--- src/hdl/fdwm_pkg.sv ---
// ----------------------------------------------------------------------------
// fdwm_pkg
// Shared types and constants of the FIR dry/wet mixer.
// ----------------------------------------------------------------------------
package fdwm_pkg;

   localparam int GAIN_W    = 16;            // coefficient and share register width
   localparam int MUL_W     = GAIN_W + 1;    // serial multiplier operand, signed
   localparam int MUL_CNT_W = $clog2(MUL_W);
   localparam int Q_SHIFT   = 15;            // Q1.15 fraction bits
   localparam int CSR_W     = 32;
   localparam int CSR_AW    = 4;

   localparam logic [GAIN_W:0]   Q_ONE          = 17'd32768;
   localparam logic [GAIN_W-1:0] EVEN_GAIN_RST  = 16'd3277;
   localparam logic [GAIN_W-1:0] ODD_GAIN_RST   = 16'd3277;
   localparam logic [GAIN_W-1:0] DRY_SHARE_RST  = 16'd16384;

   typedef enum logic [1:0] {
      REG_EVEN_GAIN = 2'd0,
      REG_ODD_GAIN  = 2'd1,
      REG_DRY_SHARE = 2'd2,
      REG_UNUSED    = 2'd3
   } reg_index_type;

   // control word from the sequencer to the serial multiplier
   typedef struct packed {
      logic load;    // take new operands
      logic clear;   // zero the accumulator on load
      logic step;    // process one multiplier bit
      logic last;    // sign bit of the multiplier: subtract
   } mac_ctrl_type;

endpackage

--- src/hdl/fir_dry_wet_mixer.sv ---
// ----------------------------------------------------------------------------
// fir_dry_wet_mixer
// FIR filter over a TAPS-sample window with alternating even/odd tap gains,
// blended with the dry sample and rounded and saturated to SAMPLE_BITS.
// ----------------------------------------------------------------------------
// One sample is processed at a time. After the transfer the sequencer walks
// the delay line and sums the even and odd positions, then forms four 17-bit
// products on a single bit-serial shift-add multiplier (even sum by even gain,
// odd sum by odd gain, dry sample by dry share, filtered value by wet share),
// each a load step followed by one step per multiplier bit, and finally rounds
// and saturates into the output register, waiting until that register is free.
// A finished result sits in the output register while the next sample is taken.
module fir_dry_wet_mixer #(
   parameter int TAPS        = 10,
   parameter int SAMPLE_BITS = 16
) (
   input  logic                                 clock,
   input  logic                                 reset,
   input  logic                                 req_tvalid,
   output logic                                 req_tready,
   input  logic [((SAMPLE_BITS+7)/8)*8-1:0]     req_tdata,   // in_sample
   output logic                                 rsp_tvalid,
   input  logic                                 rsp_tready,
   output logic [((SAMPLE_BITS+7)/8)*8-1:0]     rsp_tdata,   // out_sample
   input  logic                                 csr_psel,
   input  logic                                 csr_penable,
   input  logic                                 csr_pwrite,
   input  logic [fdwm_pkg::CSR_AW-1:0]          csr_paddr,
   input  logic [fdwm_pkg::CSR_W-1:0]           csr_pwdata,
   output logic [fdwm_pkg::CSR_W-1:0]           csr_prdata,
   output logic                                 csr_pready
);

   localparam int TDATA_W = ((SAMPLE_BITS + 7) / 8) * 8;
   localparam int SUM_W   = SAMPLE_BITS + $clog2(TAPS);
   localparam int FILT_W  = SUM_W + 2;
   localparam int ACC_W   = FILT_W + fdwm_pkg::MUL_W + 1;
   localparam int RES_W   = ACC_W - fdwm_pkg::Q_SHIFT;
   localparam int TAP_CW  = $clog2(TAPS);
   localparam logic signed [ACC_W-1:0] HALF = ACC_W'(1) <<< (fdwm_pkg::Q_SHIFT - 1);
   localparam logic [TAP_CW-1:0] TAP_LAST = TAP_CW'(TAPS - 1);
   localparam logic [fdwm_pkg::MUL_CNT_W-1:0] MUL_LAST =
      fdwm_pkg::MUL_CNT_W'(fdwm_pkg::MUL_W - 1);

   typedef enum logic [3:0] {
      ST_IDLE, ST_SUM, ST_LOAD_E, ST_MUL_E, ST_LOAD_O, ST_MUL_O,
      ST_LOAD_D, ST_MUL_D, ST_LOAD_W, ST_MUL_W, ST_DONE
   } state_type;

   state_type                          state_ff, state_in;
   logic [TAP_CW-1:0]                  tap_cnt_ff, tap_cnt_in;
   logic [fdwm_pkg::MUL_CNT_W-1:0]     mul_cnt_ff, mul_cnt_in;
   logic signed [FILT_W-1:0]           filt_ff, filt_in;
   logic                               rsp_tvalid_ff, rsp_tvalid_in;
   logic [SAMPLE_BITS-1:0]             rsp_sample_ff, rsp_sample_in;

   logic [fdwm_pkg::GAIN_W-1:0]        even_gain, odd_gain, dry_share;
   logic [fdwm_pkg::GAIN_W:0]          wet_share;
   logic signed [SUM_W-1:0]            even_sum, odd_sum;
   logic signed [SAMPLE_BITS-1:0]      current;
   logic                               accept, out_free, rotate;
   fdwm_pkg::mac_ctrl_type             mac_ctrl;
   logic signed [ACC_W-1:0]            mac_a, acc, acc_round;
   logic [fdwm_pkg::MUL_W-1:0]         mac_b;
   logic signed [RES_W-1:0]            res;
   logic                               sat_ok;
   logic [SAMPLE_BITS-1:0]             res_sat;

   assign accept     = req_tvalid && req_tready;
   assign req_tready = (state_ff == ST_IDLE);
   assign out_free   = !rsp_tvalid_ff || rsp_tready;
   assign rotate     = (state_ff == ST_SUM);
   assign wet_share  = fdwm_pkg::Q_ONE - {1'b0, dry_share};

   fdwm_csr u_csr (
      .clock     (clock),
      .reset     (reset),
      .psel      (csr_psel),
      .penable   (csr_penable),
      .pwrite    (csr_pwrite),
      .paddr     (csr_paddr),
      .pwdata    (csr_pwdata),
      .prdata    (csr_prdata),
      .even_gain (even_gain),
      .odd_gain  (odd_gain),
      .dry_share (dry_share)
   );

   fdwm_window #(
      .TAPS        (TAPS),
      .SAMPLE_BITS (SAMPLE_BITS),
      .SUM_W       (SUM_W)
   ) u_window (
      .clock     (clock),
      .reset     (reset),
      .shift_in  (accept),
      .sample_in (req_tdata[SAMPLE_BITS-1:0]),
      .rotate    (rotate),
      .tap_odd   (tap_cnt_ff[0]),
      .even_sum  (even_sum),
      .odd_sum   (odd_sum),
      .current   (current)
   );

   // operand select for the shared multiplier
   always_comb begin
      mac_ctrl.load  = 1'b0;
      mac_ctrl.clear = 1'b0;
      mac_ctrl.step  = 1'b0;
      mac_ctrl.last  = (mul_cnt_ff == MUL_LAST);
      mac_a          = ACC_W'(even_sum);
      mac_b          = fdwm_pkg::MUL_W'(signed'(even_gain));
      unique case (state_ff)
         ST_LOAD_E: begin
            mac_ctrl.load  = 1'b1;
            mac_ctrl.clear = 1'b1;
         end
         ST_LOAD_O: begin
            mac_ctrl.load = 1'b1;
            mac_a         = ACC_W'(odd_sum);
            mac_b         = fdwm_pkg::MUL_W'(signed'(odd_gain));
         end
         ST_LOAD_D: begin
            mac_ctrl.load  = 1'b1;
            mac_ctrl.clear = 1'b1;
            mac_a          = ACC_W'(current);
            mac_b          = fdwm_pkg::MUL_W'(dry_share);
         end
         ST_LOAD_W: begin
            mac_ctrl.load = 1'b1;
            mac_a         = ACC_W'(filt_ff);
            mac_b         = wet_share;
         end
         ST_MUL_E, ST_MUL_O, ST_MUL_D, ST_MUL_W: begin
            mac_ctrl.step = 1'b1;
         end
         default: ;
      endcase
   end

   fdwm_serial_mac #(
      .ACC_W (ACC_W)
   ) u_mac (
      .clock (clock),
      .ctrl  (mac_ctrl),
      .mul_a (mac_a),
      .mul_b (mac_b),
      .acc   (acc)
   );

   // round half up, then saturate to the sample range
   assign acc_round = (acc + HALF) >>> fdwm_pkg::Q_SHIFT;
   assign res       = acc_round[RES_W-1:0];
   assign sat_ok    = (&res[RES_W-1:SAMPLE_BITS-1]) || !(|res[RES_W-1:SAMPLE_BITS-1]);

   always_comb begin
      if (sat_ok) begin
         res_sat = res[SAMPLE_BITS-1:0];
      end else if (res[RES_W-1]) begin
         res_sat = {1'b1, {(SAMPLE_BITS-1){1'b0}}};
      end else begin
         res_sat = {1'b0, {(SAMPLE_BITS-1){1'b1}}};
      end
   end

   always_comb begin
      state_in      = state_ff;
      tap_cnt_in    = tap_cnt_ff;
      mul_cnt_in    = mul_cnt_ff;
      filt_in       = filt_ff;
      rsp_sample_in = rsp_sample_ff;
      rsp_tvalid_in = rsp_tvalid_ff && !rsp_tready;
      unique case (state_ff)
         ST_IDLE: begin
            if (accept) begin
               tap_cnt_in = '0;
               state_in   = ST_SUM;
            end
         end
         ST_SUM: begin
            tap_cnt_in = tap_cnt_ff + 1'b1;
            if (tap_cnt_ff == TAP_LAST) begin
               state_in = ST_LOAD_E;
            end
         end
         ST_LOAD_E, ST_LOAD_O, ST_LOAD_W: begin
            mul_cnt_in = '0;
            state_in   = state_type'(state_ff + 1'b1);
         end
         ST_LOAD_D: begin
            // capture the filtered value before the accumulator is reused
            mul_cnt_in = '0;
            filt_in    = acc_round[FILT_W-1:0];
            state_in   = ST_MUL_D;
         end
         ST_MUL_E, ST_MUL_O, ST_MUL_D, ST_MUL_W: begin
            mul_cnt_in = mul_cnt_ff + 1'b1;
            if (mul_cnt_ff == MUL_LAST) begin
               state_in = state_type'(state_ff + 1'b1);
            end
         end
         ST_DONE: begin
            if (out_free) begin
               rsp_sample_in = res_sat;
               rsp_tvalid_in = 1'b1;
               state_in      = ST_IDLE;
            end
         end
         default: state_in = ST_IDLE;
      endcase
   end

   always_ff @(posedge clock) begin
      if (reset) begin
         state_ff      <= ST_IDLE;
         tap_cnt_ff    <= '0;
         mul_cnt_ff    <= '0;
         rsp_tvalid_ff <= 1'b0;
      end else begin
         state_ff      <= state_in;
         tap_cnt_ff    <= tap_cnt_in;
         mul_cnt_ff    <= mul_cnt_in;
         rsp_tvalid_ff <= rsp_tvalid_in;
      end
      filt_ff       <= filt_in;
      rsp_sample_ff <= rsp_sample_in;
   end

   assign rsp_tvalid = rsp_tvalid_ff;
   assign rsp_tdata  = TDATA_W'(rsp_sample_ff);
   assign csr_pready = 1'b1;

   a_accept_starts_sum: assert property (@(posedge clock) disable iff (reset)
      accept |=> (state_ff == ST_SUM))
      else $error("accepted sample did not start the window walk");

   a_tap_cnt_range: assert property (@(posedge clock) disable iff (reset)
      (state_ff == ST_SUM) |-> (tap_cnt_ff <= TAP_LAST))
      else $error("tap counter past the window");

   a_mul_cnt_range: assert property (@(posedge clock) disable iff (reset)
      mac_ctrl.step |-> (mul_cnt_ff <= MUL_LAST))
      else $error("multiplier counter past the operand width");

   a_done_delivers: assert property (@(posedge clock) disable iff (reset)
      ((state_ff == ST_DONE) && out_free) |=> (rsp_tvalid_ff && (state_ff == ST_IDLE)))
      else $error("finished result not loaded into the output register");

endmodule

--- src/hdl/fdwm_csr.sv ---
// ----------------------------------------------------------------------------
// fdwm_csr
// APB register file: even and odd tap gains and the dry share.
// ----------------------------------------------------------------------------
module fdwm_csr (
   input  logic                             clock,
   input  logic                             reset,
   input  logic                             psel,
   input  logic                             penable,
   input  logic                             pwrite,
   input  logic [fdwm_pkg::CSR_AW-1:0]      paddr,
   input  logic [fdwm_pkg::CSR_W-1:0]       pwdata,
   output logic [fdwm_pkg::CSR_W-1:0]       prdata,
   output logic [fdwm_pkg::GAIN_W-1:0]      even_gain,
   output logic [fdwm_pkg::GAIN_W-1:0]      odd_gain,
   output logic [fdwm_pkg::GAIN_W-1:0]      dry_share
);

   logic [fdwm_pkg::GAIN_W-1:0] even_gain_ff, even_gain_in;
   logic [fdwm_pkg::GAIN_W-1:0] odd_gain_ff,  odd_gain_in;
   logic [fdwm_pkg::GAIN_W-1:0] dry_share_ff, dry_share_in;
   logic [fdwm_pkg::GAIN_W-1:0] wdata;
   logic                        wr_en;
   fdwm_pkg::reg_index_type     index;

   assign index = fdwm_pkg::reg_index_type'(paddr[3:2]);
   assign wr_en = psel && penable && pwrite;
   assign wdata = pwdata[fdwm_pkg::GAIN_W-1:0];

   always_comb begin
      even_gain_in = even_gain_ff;
      odd_gain_in  = odd_gain_ff;
      dry_share_in = dry_share_ff;
      if (wr_en) begin
         unique case (index)
            fdwm_pkg::REG_EVEN_GAIN: even_gain_in = wdata;
            fdwm_pkg::REG_ODD_GAIN:  odd_gain_in  = wdata;
            fdwm_pkg::REG_DRY_SHARE: begin
               // clamp shares above one to dry only
               if ({1'b0, wdata} > fdwm_pkg::Q_ONE) begin
                  dry_share_in = fdwm_pkg::GAIN_W'(fdwm_pkg::Q_ONE);
               end else begin
                  dry_share_in = wdata;
               end
            end
            default: ;
         endcase
      end
   end

   always_ff @(posedge clock) begin
      if (reset) begin
         even_gain_ff <= fdwm_pkg::EVEN_GAIN_RST;
         odd_gain_ff  <= fdwm_pkg::ODD_GAIN_RST;
         dry_share_ff <= fdwm_pkg::DRY_SHARE_RST;
      end else begin
         even_gain_ff <= even_gain_in;
         odd_gain_ff  <= odd_gain_in;
         dry_share_ff <= dry_share_in;
      end
   end

   always_comb begin
      unique case (index)
         fdwm_pkg::REG_EVEN_GAIN: prdata = fdwm_pkg::CSR_W'(even_gain_ff);
         fdwm_pkg::REG_ODD_GAIN:  prdata = fdwm_pkg::CSR_W'(odd_gain_ff);
         fdwm_pkg::REG_DRY_SHARE: prdata = fdwm_pkg::CSR_W'(dry_share_ff);
         default:                 prdata = '0;
      endcase
   end

   assign even_gain = even_gain_ff;
   assign odd_gain  = odd_gain_ff;
   assign dry_share = dry_share_ff;

endmodule

--- src/hdl/fdwm_window.sv ---
// ----------------------------------------------------------------------------
// fdwm_window
// Sample delay line with a rotating read tap that sums even and odd
// window positions one sample per cycle while rotate is asserted.
// ----------------------------------------------------------------------------
module fdwm_window #(
   parameter int TAPS        = 10,
   parameter int SAMPLE_BITS = 16,
   parameter int SUM_W       = SAMPLE_BITS + $clog2(TAPS)
) (
   input  logic                          clock,
   input  logic                          reset,
   input  logic                          shift_in,
   input  logic [SAMPLE_BITS-1:0]        sample_in,
   input  logic                          rotate,
   input  logic                          tap_odd,
   output logic signed [SUM_W-1:0]       even_sum,
   output logic signed [SUM_W-1:0]       odd_sum,
   output logic signed [SAMPLE_BITS-1:0] current
);

   logic [SAMPLE_BITS-1:0] win_ff [TAPS];
   logic [SAMPLE_BITS-1:0] win_in [TAPS];
   logic signed [SUM_W-1:0] even_ff, even_in;
   logic signed [SUM_W-1:0] odd_ff,  odd_in;
   logic signed [SUM_W-1:0] head;

   assign head = SUM_W'(signed'(win_ff[0]));

   always_comb begin
      win_in  = win_ff;
      even_in = even_ff;
      odd_in  = odd_ff;
      if (shift_in) begin
         // drop the oldest sample, append the new one
         for (int j = 0; j < TAPS - 1; j++) begin
            win_in[j] = win_ff[j+1];
         end
         win_in[TAPS-1] = sample_in;
         even_in = '0;
         odd_in  = '0;
      end else if (rotate) begin
         for (int j = 0; j < TAPS - 1; j++) begin
            win_in[j] = win_ff[j+1];
         end
         win_in[TAPS-1] = win_ff[0];
         if (tap_odd) begin
            odd_in = odd_ff + head;
         end else begin
            even_in = even_ff + head;
         end
      end
   end

   always_ff @(posedge clock) begin
      if (reset) begin
         for (int j = 0; j < TAPS; j++) begin
            win_ff[j] <= '0;
         end
      end else begin
         win_ff <= win_in;
      end
      even_ff <= even_in;
      odd_ff  <= odd_in;
   end

   assign even_sum = even_ff;
   assign odd_sum  = odd_ff;
   assign current  = signed'(win_ff[TAPS-1]);

endmodule

--- src/hdl/fdwm_serial_mac.sv ---
// ----------------------------------------------------------------------------
// fdwm_serial_mac
// Bit-serial shift-add multiply-accumulate: one multiplier bit per cycle while
// step is asserted, least significant first, two's complement sign bit subtracted.
// ----------------------------------------------------------------------------
module fdwm_serial_mac #(
   parameter int ACC_W = 40
) (
   input  logic                              clock,
   input  fdwm_pkg::mac_ctrl_type            ctrl,
   input  logic signed [ACC_W-1:0]           mul_a,
   input  logic [fdwm_pkg::MUL_W-1:0]        mul_b,
   output logic signed [ACC_W-1:0]           acc
);

   logic signed [ACC_W-1:0]    a_ff, a_in;
   logic [fdwm_pkg::MUL_W-1:0] b_ff, b_in;
   logic signed [ACC_W-1:0]    acc_ff, acc_in;
   logic signed [ACC_W-1:0]    addend;

   assign addend = b_ff[0] ? a_ff : '0;

   always_comb begin
      a_in   = a_ff;
      b_in   = b_ff;
      acc_in = acc_ff;
      if (ctrl.load) begin
         a_in = mul_a;
         b_in = mul_b;
         if (ctrl.clear) begin
            acc_in = '0;
         end
      end else if (ctrl.step) begin
         acc_in = ctrl.last ? (acc_ff - addend) : (acc_ff + addend);
         a_in   = a_ff <<< 1;
         b_in   = b_ff >> 1;
      end
   end

   always_ff @(posedge clock) begin
      a_ff   <= a_in;
      b_ff   <= b_in;
      acc_ff <= acc_in;
   end

   assign acc = acc_ff;

endmodule

--- config.mk ---
export PLATFORM = sky130hd
export DESIGN_NAME = fir_dry_wet_mixer
export DESIGN_NICKNAME = d
export VERILOG_FILES = /design/src/hdl/fdwm_pkg.sv /design/src/hdl/fir_dry_wet_mixer.sv /design/src/hdl/fdwm_csr.sv /design/src/hdl/fdwm_window.sv /design/src/hdl/fdwm_serial_mac.sv
export SDC_FILE = /design/constraint.sdc
export NUM_CORES = 1
export LEC_CHECK = 0
export BUFFER_PORTS_ARGS = -buffer_cell sky130_fd_sc_hd__buf_2
export CORE_ASPECT_RATIO = 0.7
export CORE_UTILIZATION = 52
export CTS_CLUSTER_SIZE = 14
export DETAILED_ROUTE_END_ITERATION = 10
export PLACE_DENSITY_LB_ADDON = 0.05
export SLEW_MARGIN = 30
export SYNTH_ARGS = -nofsm -noshare
export SYNTH_HDL_FRONTEND = slang
export SYNTH_HIERARCHICAL = 1
export SYNTH_SLANG_ARGS = --single-unit
--- constraint.sdc ---
create_clock -name clock -period 7 [get_ports clock]
set_input_delay 1.4 -clock clock [delete_from_list [all_inputs] [get_ports clock]]
set_output_delay 1.4 -clock clock [all_outputs]
set_load 0.05 [all_outputs]
### Word level (Yosys, flattened, before mapping)

Cells that the tools add are included.

* register bits: 397
* bits in latches: 0
* RAM bits: 0
* bits in read-only memories: 0
* output and inout bits: 51
* word-level logic and storage cells: 114
* memories: 0

* $add $sub $neg: 9
* $mul: 0
* divide/modulo/power cells: 0
* magnitude comparators: 1
* eq/ne operators: 19
* shift operators: 0
* muxes and demuxes: 30
* bitwise operators: 1
* reductions and logical operators: 30

Operator list (count)
* 160-bit 2-to-1 mux: 2
* 40-bit 2-to-1 mux: 7
* 40-bit one-hot mux with 3 select lines: 1
* 17-bit one-hot mux with 3 select lines: 1
* 16-bit 2-to-1 mux: 3
* 16-bit one-hot mux with 3 select lines: 1
* 20-bit by 16-bit adder with 20-bit output: 2
* 40-bit by 16-bit adder with 40-bit output, second input constant: 1
* 40-bit adder: 1
* 40-bit subtractor: 1
* 17-bit 2-to-1 mux: 2
* 4-bit one-hot mux with 6 select lines: 1
* 4-bit 2-to-1 mux: 5
* 16-bit by 16-bit subtractor with 17-bit output, first input constant: 1
* 4-bit by 3-bit == test with 1-bit output, second input constant: 4
* 4-bit == test, second input constant: 4
* 16-bit greater-than comparator, second input constant: 1
* 2-bit AND reduction: 8
* 5-bit one-hot mux with 2 select lines: 1
* 10-bit AND reduction: 1
* 10-bit OR reduction: 1
* 4-bit by 1-bit adder with 4-bit output, second input constant: 2
* 4-bit by 2-bit == test with 1-bit output, second input constant: 2
* 4-bit one-hot mux with 2 select lines: 1
* 19 further kinds: 36

### Longest topological paths before layout

* word-level depth: 5
* depth in mapped cells: 23
* mapped depth without buffers: 19

### By module

The synthesis kept the hierarchy.

By module, submodules not included
* fdwm_window: times used 1, cells an instance 1161, area each 9132.5 um2, seq. area each 4003.8 um2
* fdwm_serial_mac: times used 1, cells an instance 712, area each 6962.9 um2, seq. area each 2912.8 um2
* fir_dry_wet_mixer: times used 1, cells an instance 472, area each 3968.8 um2, seq. area each 1421.4 um2
* fdwm_csr: times used 1, cells an instance 272, area each 2519.9 um2, seq. area each 960.9 um2

### Least setup slack after synthesis

No wires, ideal clock.

* kind: flip-flop to flip-flop
* start: register u_mac/b_ff[0] in the netlist's numbering
* end: register u_mac.acc_ff[38] (netlist: u_mac/acc[38]) (data pin)
* data arrival time: 4.707 ns
* setup slack: 2.031 ns
* stages on the path, launching flop included: 22
* buffers on the path: 5
* period minus slack after synthesis: 4.969 ns
* cell sequence: edfxtp_1 -> clkbuf_1 -> clkbuf_1 -> buf_1 -> nand2_1 -> ha_1 -> o21ai_0 -> a21oi_1 -> o21ai_0 -> clkbuf_1 -> o211ai_1 -> ha_1 -> clkbuf_1 -> nand4_1 -> o22ai_1 -> a211o_1 -> a21o_1 -> a221o_1 -> a21oi_2 -> o31ai_2 -> a211oi_2 -> mux2_1

* longest elaborated chain between the ends: 5
* elaborated cells between the ends (all ways): 6
* classes of those cells: 2 x add/sub; 4 x mux

RTL lines
* start: declaration: line fdwm_serial_mac.sv:17 `logic [fdwm_pkg::MUL_W-1:0] b_ff, b_in;`
* start signal: assignment: line fdwm_serial_mac.sv:42 `b_ff <= b_in;`
* 40-bit 2-to-1 mux *: line fdwm_serial_mac.sv:21 `assign addend = b_ff[0] ? a_ff : '0;`
* 40-bit adder / 40-bit subtractor (equally long branches): line fdwm_serial_mac.sv:34 `acc_in = ctrl.last ? (acc_ff - addend) : (acc_ff + addend);`
* 40-bit 2-to-1 mux *: line fdwm_serial_mac.sv:34
* 40-bit 2-to-1 mux *: line fdwm_serial_mac.sv:33 `end else if (ctrl.step) begin`
* 40-bit 2-to-1 mux *: line fdwm_serial_mac.sv:27 `if (ctrl.load) begin`
* end signal: assignment: line fdwm_serial_mac.sv:43 `acc_ff <= acc_in;`
* end: declaration: line fdwm_serial_mac.sv:18 `logic signed [ACC_W-1:0] acc_ff, acc_in;`

Mark *: on every way between the ends. The rest lies on a longest branch, timed or not. The select of a mux whose other input is x is not followed.
A chain may end at the register's enable or synchronous reset.

### Worst setup path in the final report

* start: register u_mac.a_ff[8]
* end: register u_mac.acc_ff[35] (netlist: u_mac/acc[35]) (data pin)

* longest elaborated chain between the ends: 5
* elaborated cells between the ends (all ways): 6
* classes of those cells: 2 x add/sub; 4 x mux

RTL lines
* start: declaration: line fdwm_serial_mac.sv:16 `logic signed [ACC_W-1:0] a_ff, a_in;`
* start signal: assignment: line fdwm_serial_mac.sv:41 `a_ff <= a_in;`
* 40-bit 2-to-1 mux *: line fdwm_serial_mac.sv:21
* 40-bit adder / 40-bit subtractor (equally long branches): line fdwm_serial_mac.sv:34
* 40-bit 2-to-1 mux *: line fdwm_serial_mac.sv:34
* 40-bit 2-to-1 mux *: line fdwm_serial_mac.sv:33
* 40-bit 2-to-1 mux *: line fdwm_serial_mac.sv:27

Marked as above.

==> flow_summary.json <==
{
  "grt_pass1_wl_microns": 95900,
  "worstHoldPathType": "flop to flop",
  "slew-limit-headroom_pct": 34.1,
  "wl_microns": 60800,
  "grt_remaining_overflow": 0,
  "antenna_found_initial": 0,
  "start_kind": "flop",
  "num_vias": 19000,
  "final_layout_size_suffix_gt1_share_pct": 10.1,
  "synth_largest_area_cell": "dfxtp_1",
  "detailed_place_hpwl_microns": 42400,
  "tightest_slew_ps": 985,
  "drt-initial-drc-count": 1933,
  "die_h_microns": 176,
  "hold_violations": 0,
  "setup_tns_ps": 0,
  "yosysMostFrequentCell": "nand2_1",
  "htreeDepth": 2,
  "synth_top_family_by_area": "simple AND/OR/NAND/NOR gates",
  "cts_tree": "built",
  "diodes": 0,
  "synthMuxAreaShare_pct": 5.87,
  "fin_crit_sh_pct": 83.9,
  "fmax_ghz": 0.170,
  "ys_warn_count": 6,
  "cp-end-kind": "flop",
  "drv_cap": 0,
  "core_region_area_sq_um": 42600,
  "grt_pass1_vias": 17200,
  "worst-setup-path-type": "flop to flop",
  "status": "complete, no violations",
  "power.total_uw": 8770,
  "yosysTopAreaCellShare_pct": 23.2,
  "regArea_sq_um": 9300,
  "ys_seq_elements": 397,
  "grt_max_degree": 126,
  "synth_flop_cell": "dfxtp_1",
  "rrSetupSlack_ps": 1130,
  "num-nets-final": 2734,
  "synth_adder_area_share_pct": 5.14,
  "gp_congestion": 0.970,
  "synth-edff-count": 135,
  "clk_path_buf_depth": 3,
  "wl_per_cell_microns": 19.2,
  "cts_setup_buffers": 0,
  "clkTransAtPathRegs_ps": 60,
  "start_util_pct": 53.1,
  "area_delta_synth_final_pct": 7.78,
  "max-vdd-ir-drop_v": 0.000237,
  "finClkSkew_ps": 23.1,
  "portBuffers": 74,
  "avgViaCountPerCell": 5.99,
  "netlist-cell-type-count": 105,
  "synth_compound_area_share_pct": 18.5,
  "synth_common_cells": "479 x nand2_1, 306 x a21oi_1, 262 x dfxtp_1",
  "crit_path_max_fanout": 8,
  "die-width_microns": 251,
  "fill_cells": 3854,
  "ant_nets": 0,
  "crit_required_ps": 7300,
  "drc_errors": 0,
  "p_per_area_nw_per_um2": 360,
  "rows": 63,
  "grt.total_usage_pct": 27.0,
  "netlist_area_sq_um": 22600,
  "rsz0062_at_grt": "no",
  "multiInputGateArea_sq_um": 12200,
  "clk_latency_ps": 550,
  "setup-violations-final": 0,
  "cts_inserted_buffers": 40,
  "die_area_sq_um": 44300,
  "finalMaxSlewViolations": 0,
  "syn-instance-count": 2617,
  "synthTopCellsByArea": "dfxtp_1 23%, edfxtp_1 18%, nand2_1 8.0%",
  "pin_count": 110,
  "postCtsHoldBufs": 0,
  "synth-simple-area-share_pct": 20.1,
  "arrival_ps": 6170,
  "synth-async-reset-ratio_pct": 0,
  "yosysSeqAreaShare_pct": 41.2,
  "synth_area_per_cell_sq_um": 8.63,
  "ctsResizeCount": 0,
  "dr.pass1.iters": 6,
  "synthXorXnorAreaFrac_pct": 3.99,
  "leakagePower_uw": 0.00915,
  "clock-root-buffer": "clkbuf_16",
  "fin_crit_ps": 5870,
  "clock_sinks": 397
}
[registers in the layout (all words and copies together), names as in the netlist]
name               count
rsp_tdata             16
u_window/current      16
u_mac/acc             40
u_csr/odd_gain        16
tap_cnt_ff             4
state_ff               4
rsp_tvalid             1
u_window/even_sum     20
u_csr/dry_share       16
u_mac/a_ff            40
u_window/head         16
filt_ff               22
u_csr/even_gain       16
mul_cnt_ff             5
u_mac/b_ff            17
u_window/odd_sum      20
u_window/win_ff      128
[power by group]
group	internal, uW	switching (uW)
combinational	1200	2220
sequential	2860	260
clock	1300	928
[area by class of cell]
cell class | instances | share of cell area, %
clock buffers | 59 | 5.22
well taps | 552 | 2.84
repair buffers | 98 | 2.30
multi-input cells | 1994 | 50.2
inverters | 53 | 0.817
flip-flops and latches | 397 | 38.2
clock inverters | 12 | 0.380
[through the flow]
step | instance area [sq um] | instances | worst slack (ps) | hold WS [ps] | utilization (%)
after floorplan | 22600 | 2632 | 2030 | 432 | -
after global placement | 23000 | 3094 | 1260 | 438 | 53.9
after detailed placement | 23000 | 3094 | 1250 | 444 | 54.0
after CTS | 24300 | 3165 | 1200 | 452 | 57.2
after global routing | 24300 | 3165 | 812 | 465 | 57.2
final | 24300 | 3165 | 1130 | 448 | 57.2
[path summary, 6_finish.rpt]
path,start,end,cells after the start
max,u_mac/a_ff[8],u_mac/acc[35],17
min reg2reg,u_window/win_ff[88],u_window/win_ff[88],2
min,u_window/win_ff[88],u_window/win_ff[88],2
max reg2reg,u_mac/a_ff[8],u_mac/acc[35],17
[layer usage]
metal	vias up	GRT usage, %	wire length, microns
li1	9222	-	-
met1	9062	42.6	30400
met2	620	38.3	24800
met3	67	4.63	4750
met4	0	4.85	843
met5	-	0	0
[logic make-up (layout without fill, tap and decap cells)]
kind of cell               after synthesis  after routing
AOI/OAI and AO/OA                      673            673
xor gates and xnor gates               103            103
adders and majority gates               91             91
buffers and inverters                  241            222
DFF                                    397            397
muxes                                  125            125
other                                    2             17
and+or+nand+nor                        985            985
[cells in the final DEF, fill, tap and decap left out, drive strengths merged, types with 41 or more instances in the layout]
cell type,n
dfxtp,262
edfxtp,135
nor3,43
buf,98
mux2,59
clkbuf,59
xnor2,53
a21oi,308
inv,54
nand3,41
mux2i,66
o21ai,112
nor2,219
xor2,50
nand2,479
ha,88
[critical path, cell delays in order, from the launching register on]
cell,delay (ps)
edfxtp_1,480
nor4_1,740
nand3_1,140
a21oi_1,230
buf_4,200
o21ai_0,300
buf_4,310
o311ai_0,110
ha_1,380
a21oi_1,210
o21ai_0,170
nor3_1,230
nand3_1,120
a211oi_1,650
a21oi_1,420
a211o_1,410
a21oi_1,170
mux2_2,350
Power figures use the tool's default switching activity.
